[src/design/chunked_byte_ring_buffer_defines.svh]
// assertion macros used by the chunked byte ring buffer back end
`ifndef CHUNKED_BYTE_RING_BUFFER_DEFINES_SVH
`define CHUNKED_BYTE_RING_BUFFER_DEFINES_SVH

`ifndef SYNTHESIS

// condition holds at every clock edge outside reset
`define CBRB_ASSERT_ALWAYS(label, clk, rst, cond) \
  label: assert property (@(posedge clk) disable iff (rst) (cond)) \
    else $error("cbrb assertion failed");

// consequent holds in the same cycle as the antecedent
`define CBRB_ASSERT_IMPLIES(label, clk, rst, ante, cons) \
  label: assert property (@(posedge clk) disable iff (rst) (ante) |-> (cons)) \
    else $error("cbrb assertion failed");

// consequent holds in the cycle after the antecedent
`define CBRB_ASSERT_NEXT(label, clk, rst, ante, cons) \
  label: assert property (@(posedge clk) disable iff (rst) (ante) |=> (cons)) \
    else $error("cbrb assertion failed");

`else

`define CBRB_ASSERT_ALWAYS(label, clk, rst, cond)
`define CBRB_ASSERT_IMPLIES(label, clk, rst, ante, cons)
`define CBRB_ASSERT_NEXT(label, clk, rst, ante, cons)

`endif

`endif

[src/design/cbrb_pkg.sv]
// shared types and codes of the chunked byte ring buffer
`timescale 1ns / 1ps

package cbrb_pkg;

  localparam int OPC_W  = 2;
  localparam int BYTE_W = 8;
  localparam int LEN_W  = 13;
  localparam int OCC_W  = 13;
  localparam int KIND_W = 3;

  // input opcodes
  localparam logic [OPC_W-1:0] OP_PUT   = 2'd0;
  localparam logic [OPC_W-1:0] OP_GET   = 2'd1;
  localparam logic [OPC_W-1:0] OP_CLEAR = 2'd2;

  // result kinds
  typedef enum logic [KIND_W-1:0] {
    KIND_DATA    = 3'd0,
    KIND_ACCEPT  = 3'd1,
    KIND_REJECT  = 3'd2,
    KIND_EMPTY   = 3'd3,
    KIND_CLEARED = 3'd4
  } kind_t;

  // commands passed from front to back
  typedef enum logic [1:0] {
    CMD_PUT,
    CMD_GET,
    CMD_CLEAR
  } cmd_op_t;

  typedef struct packed {
    cmd_op_t           op;
    logic [BYTE_W-1:0] data;
    logic [LEN_W-1:0]  len;
  } cmd_t;

  typedef struct packed {
    kind_t             kind;
    logic [BYTE_W-1:0] data;
    logic              last;
    logic [OCC_W-1:0]  occ;
  } res_t;

  typedef enum logic {
    BK_IDLE,
    BK_GET
  } back_state_t;

  // result queue in the back end
  localparam int RES_DEPTH = 4;
  localparam int RES_PW    = 2;
  localparam int RES_CW    = 3;

endpackage

[src/design/cbrb_front.sv]
// front end: accepts input transactions, classifies them and queues commands
`timescale 1ns / 1ps

module cbrb_front #(
  parameter int MAX_REQUEST = 64
) (
  input  logic                       clk,
  input  logic                       rst,
  input  logic                       in_valid,
  output logic                       in_ready,
  input  logic [cbrb_pkg::OPC_W-1:0]  opcode,
  input  logic [cbrb_pkg::BYTE_W-1:0] data_byte,
  input  logic [cbrb_pkg::LEN_W-1:0]  length,
  output logic                       cmd_valid,
  input  logic                       cmd_ready,
  output cbrb_pkg::cmd_t             cmd
);
  import cbrb_pkg::*;

  cmd_t       q [2];
  logic       wr_ptr;
  logic       rd_ptr;
  logic [1:0] count;

  cmd_t       cls;
  logic       keep;
  logic       push;
  logic       pop;

  // opcode 3 is dropped without a command
  always_comb begin
    cls      = '0;
    keep     = 1'b1;
    cls.data = data_byte;
    cls.len  = length;
    unique case (opcode)
      OP_PUT: cls.op = CMD_PUT;
      OP_GET: begin
        cls.op  = CMD_GET;
        cls.len = (length > LEN_W'(MAX_REQUEST)) ? LEN_W'(MAX_REQUEST) : length;
      end
      OP_CLEAR: cls.op = CMD_CLEAR;
      default: keep = 1'b0;
    endcase
  end

  assign in_ready  = (count != 2'd2);
  assign push      = in_valid && in_ready && keep;
  assign cmd_valid = (count != 2'd0);
  assign pop       = cmd_valid && cmd_ready;
  assign cmd       = q[rd_ptr];

  always_ff @(posedge clk) begin
    if (rst) begin
      wr_ptr <= 1'b0;
      rd_ptr <= 1'b0;
      count  <= 2'd0;
    end else begin
      if (push) wr_ptr <= ~wr_ptr;
      if (pop)  rd_ptr <= ~rd_ptr;
      unique case ({push, pop})
        2'b10:   count <= count + 2'd1;
        2'b01:   count <= count - 2'd1;
        default: count <= count;
      endcase
    end
  end

  always_ff @(posedge clk) begin
    if (push) q[wr_ptr] <= cls;
  end

endmodule

[config.mk]
export PLATFORM = sky130hd
export DESIGN_NAME = cbrb_front
export DESIGN_NICKNAME = d
export VERILOG_FILES = /design/src/design/chunked_byte_ring_buffer_defines.svh /design/src/design/cbrb_pkg.sv /design/src/design/cbrb_front.sv
export SDC_FILE = /design/constraint.sdc
export NUM_CORES = 1
export LEC_CHECK = 0
export BUFFER_PORTS_ARGS = -buffer_cell sky130_fd_sc_hd__buf_2
export CAP_MARGIN = 20
export CORE_MARGIN = 10
export CORE_UTILIZATION = 34
export CTS_CLUSTER_SIZE = 30
export DETAILED_ROUTE_END_ITERATION = 10
export PLACE_DENSITY = 0.54
export SLEW_MARGIN = 20
export SYNTH_ARGS = -nofsm -noshare
export SYNTH_HDL_FRONTEND = slang
export SYNTH_SLANG_ARGS = --single-unit
[constraint.sdc]
create_clock -name clk -period 2.12 [get_ports clk]
set_clock_uncertainty 0.1 [all_clocks]
set_input_delay 0.318 -clock clk [delete_from_list [all_inputs] [get_ports clk]]
set_output_delay 0.318 -clock clk [all_outputs]
set_load 0.02 [all_outputs]
# == Yosys cells after proc, flatten, opt, wreduce, memory -nomap -nowiden ==
# Memory sizes are Yosys's and may differ from the RTL's. A register that Yosys moved wholly into a read port is not among the register bits.
# Index checks and enable logic that the tools add are counted.
# totals
reg_bits,4
ramBits,46
inputBits,27
output_inout_bits,25
wordCells,30
memories,1
# op_classes
n_addsub,2
n_lt_le_gt_ge,1
eq_ne,5
n_mux,9
n_bitwise,2
n_reduce_logical,7
# memory_table
memory,depth,word_bits,rd,rd_clocked_by_memory_dff,wr,line,rtl
q,2,23,1,1,1,cbrb_front.sv:20,cmd_t q [2];
# op_table
operator,count
13-bit two-way mux,2
13-bit by 7-bit greater-than comparator with 1-bit output (second input constant),1
2-bit one-hot mux with 2 select lines,2
1-bit two-way mux,5
2-bit by 1-bit equality test with 1-bit output (second input constant),2
2-bit equality test (second input constant),2
2-bit nonzero test,2
1-bit logical AND,3
3-bit OR reduction,1
2-bit by 1-bit adder with 2-bit output (second input constant),1
2-bit zero test,1
2-bit inequality test (second input constant),1
1-bit inverter,2
2-bit by 1-bit subtractor with 2-bit output (second input constant),1

# == Logic depth before layout (Yosys ltp) ==
# depth
word_depth,6
ltp_mapped,6
depth_no_buf,6

# == Least setup slack after synthesis ==
# OpenSTA, ideal clock, no wires.
# synth_timing
path_kind,register to register
startpoint,reg count[0]
endpoint,"mem q[0][0] in the netlist's numbering, enable pin"
arrival_time_ns,1.805
setup_slack_ns,-0.188
stages_incl_launch_ff,4
synth_period_minus_slack_ns,2.308
cell_sequence,dfxtp_1 nand2b_1 nand3_2 nor2_1
# synth_between
elab_chain_len,5
# synth_lines
item,line,rtl
start: declaration,cbrb_front.sv:23,logic [1:0] count;
start signal: assignment,cbrb_front.sv:62,2'b10: count <= count + 2'd1;
start signal: assignment,cbrb_front.sv:63,2'b01: count <= count - 2'd1;
start signal: assignment,cbrb_front.sv:64,default: count <= count;
2-bit inequality test,cbrb_front.sv:47,assign in_ready = (count != 2'd2);
named net in_ready,cbrb_front.sv:10,"output logic in_ready,"
1-bit logical AND (2 in a row),cbrb_front.sv:48,assign push = in_valid && in_ready && keep;
1-bit two-way mux,cbrb_front.sv:70,if (push) q[wr_ptr] <= cls;
1-bit two-way mux (not written as such),cbrb_front.sv:70,
end: declaration,cbrb_front.sv:20,
# The timed path passes the listed nets, and every way through them passes these cells.

==> impl_metrics.py <==
metrics = {
    "worst_hold_path": {
        "hold_path_class": "primary input to flip-flop",
        "holdPathEnd": "q[0][14]",
        "min_from": "data_byte[1]",
        "hold_depth": 1,
    },
    "sta": {
        "tightest_slew_ns": 0.381,
        "slew_headroom": 0.743,
        "maxSlewViolCount": 0,
        "fin_crit_ns": 1.83,
        "period_share": 0.862,
        "whs_ns": 0.105,
        "rsz0062_at_grt": "false",
        "setup_viol": 0,
        "fmax_ghz": 0.547,
        "timing.final.hold_violations": 0,
    },
    "clock_network": {
        "post_cts_resized": 0,
        "cts_buffer_depth": 2,
        "postCtsHoldBufs": 0,
        "cts_buffers": 5,
        "cts_root_buf": "clkbuf_8",
        "post_cts_buffers": 0,
        "cts_sinks": 51,
        "cts_tree": "done",
        "h-tree-depth": 2,
        "worstSkewPairLatency_ns": 0.30,
        "path_clk_slew_ns": 0.09,
    },
    "global_route": {
        "antenna_found_initial": 0,
        "grt_use_total": 0.0835,
        "grt_pass1_vias": 1302,
        "grt_pass1_wl_um": 6360,
        "overflow": 0,
        "grt_max_degree": 24,
    },
    "yosys": {
        "synth_cells": 118,
        "synth_area_per_cell_um2": 17.0,
        "seq_area_frac_synth": 0.739,
        "synth_cell_types": 22,
        "synth_area_um2": 2000,
        "ys.flop_type": "edfxtp_1",
        "synth-async-reset-ratio": 0,
        "ys_seq_elements": 51,
        "synth_warnings": 0,
        "syn-num-nets": 146,
        "synth_edf_count": 46,
    },
    "worst_setup_path": {
        "critPathRequiredTime_ns": 1.70,
        "endpoint_kind": "output pin",
        "critPathBufInv": 2,
        "cpPeakStageDelay_ns": 0.37,
        "critPathSlowestCell": "mux2_2",
        "critPathLaunchType": "flip-flop",
        "cp_top_family": "buffers and inverters",
        "r2r_slack_ns": 0.37,
        "cp_cell_sequence": "buf_4 > mux2_2 > buf_2",
        "crit_fanout": 16,
        "regToRegStartpoint": "count[0]",
        "critPathArrivalTime_ns": 1.41,
        "worstRegToRegCells": 5,
        "path_class": "flip-flop to output pin",
        "timing.rr.end": "count[1]",
    },
    "drt": {
        "via_count": 1103,
        "drc": 0,
        "wirelength_um": 3800,
        "avgViaCountPerCell": 4.38,
        "firstDrtPassIters": 4,
        "ant_nets": 0,
        "routedWlPerCell_um": 15.1,
        "dr.first_iter.drc_count": 42,
    },
    "cells_and_area": {
        "area_growth_pct": 23.3,
        "drive_gt1_frac": 0.511,
        "antenna_cells": 0,
        "n_fill_cell": 526,
        "nets": 207,
        "final_common_cell": "buf_2",
        "stdcell_area_um2": 2470,
        "mostFrequentLayoutCells": "buf_2, edfxtp_1, mux2_2",
    },
    "pwr": {
        "leakagePower_nw": 0.935,
        "power_frac_comb": 0.325,
        "p_per_area_nw_per_um2": 1100,
        "p_total_mw": 2.71,
        "switching_share": 0.318,
        "power_frac_seq": 0.476,
        "clockPowerShare": 0.199,
        "peakVddDrop_v": 0.000541,
        "internal_power_mw": 1.85,
        "switching_power_uw": 862,
    },
    "place": {
        "io_buffers": 51,
        "placed_cell_area_um2": 2380,
        "gp_congestion": 0.680,
        "dp_hpwl_um": 2810,
    },
    "floorplan": {
        "dieArea_um2": 9370,
        "die_width_um": 96.8,
        "coreArea_um2": 5610,
        "num_rows": 27,
        "fp.dieH_um": 96.8,
        "initial_core_util": 0.357,
        "pin_count": 52,
    },
    "run": {
        "maxCapViolCount": 0,
    },
    "outcome": {
        "status": "finished clean",
    },
}
## registers in the layout (all words and copies together), names as in the netlist, named ones only
register / cells
q: 46
count: 2
rd_ptr: 1
wr_ptr: 1
## cell families (layout without fill, tap and decap cells)
logic type | count (synthesis) | in the layout | share of synthesized area
flip-flops | 51 | 51 | 0.739
AND/OR/NAND/NOR | 30 | 30 | 0.0843
multiplexers | 24 | 24 | 0.135
adder cells (fa/ha/maj) | 1 | 1 | 0.00624
XOR/XNOR | 3 | 3 | 0.0131
buffers and inverters | 4 | 66 | 0.00874
AO/OA/AOI/OAI | 5 | 5 | 0.0137
## cell type report
cell class	count	area, um^2	area share
Tap cell	72	90.1	0.0365
Timing Repair Buffer	56	293	0.118
Sequential cell	51	1480	0.599
Inverter	2	7.51	0.00304
Clock buffer	5	68.8	0.0278
Multi-Input combinational cell	63	510	0.207
Clock inverter	3	20.0	0.00810
## synth_stat cells (2+ instances only)
master	count	share of area
buf_2	2	0.0050
dfxtp_1	5	0.050
nor2_1	8	0.015
edfxtp_1	46	0.69
and2_1	6	0.019
nand2b_1	2	0.0062
or2_2	2	0.0062
a21oi_1	3	0.0075
mux2_2	24	0.13
xnor2_1	2	0.0087
inv_1	2	0.0037
nor2b_1	6	0.019
## metal layers
metal  vias up  part of all wire  global-route usage
met2        35              0.50               0.140
met1       507              0.42              0.0917
met5         -                 0                   0
met4         0             0.013              0.0271
li1        555                 -                   -
met3         6             0.063              0.0376
## how the worst max path moves through the flow
| stage | from | end | slack [ns] | cells after the start |
|---|---|---|---|---|
| floorplan | count[0] | q[0][0] | -0.19 | 3 |
| global placement | count[0] | count[1] | 0.47 | 5 |
| detailed placement | count[0] | count[1] | 0.38 | 5 |
| CTS | flip-flop | cmd[6] | 0.25 | 3 |
| global route | flip-flop | cmd[6] | 0.18 | 3 |
| finish | flip-flop | cmd[6] | 0.29 | 3 |
## metrics by stage
step / setup TNS [ns] / worst slack [ns] / util / instances
6_report: 0 / 0.293 / 0.441 / 252
3_5_place_dp: 0 / 0.377 / 0.425 / 244
3_3_place_gp: 0 / 0.473 / 0.425 / 244
4_1_cts: 0 / 0.252 / 0.441 / 252
5_1_grt: 0 / 0.175 / 0.441 / 252
2_1_floorplan: -8.65 / -0.188 / - / 118
## power by group through the flow
stage,logic (mW),registers (mW),clock network (mW)
6_report,0.880,1.29,0.539
5_1_grt,0.962,1.31,0.614
4_1_cts,0.902,1.29,0.557
3_5_place_dp,0.896,1.31,0
3_3_place_gp,0.885,1.31,0
2_1_floorplan,0.603,1.31,0
(Power assumes the default switching activity.)
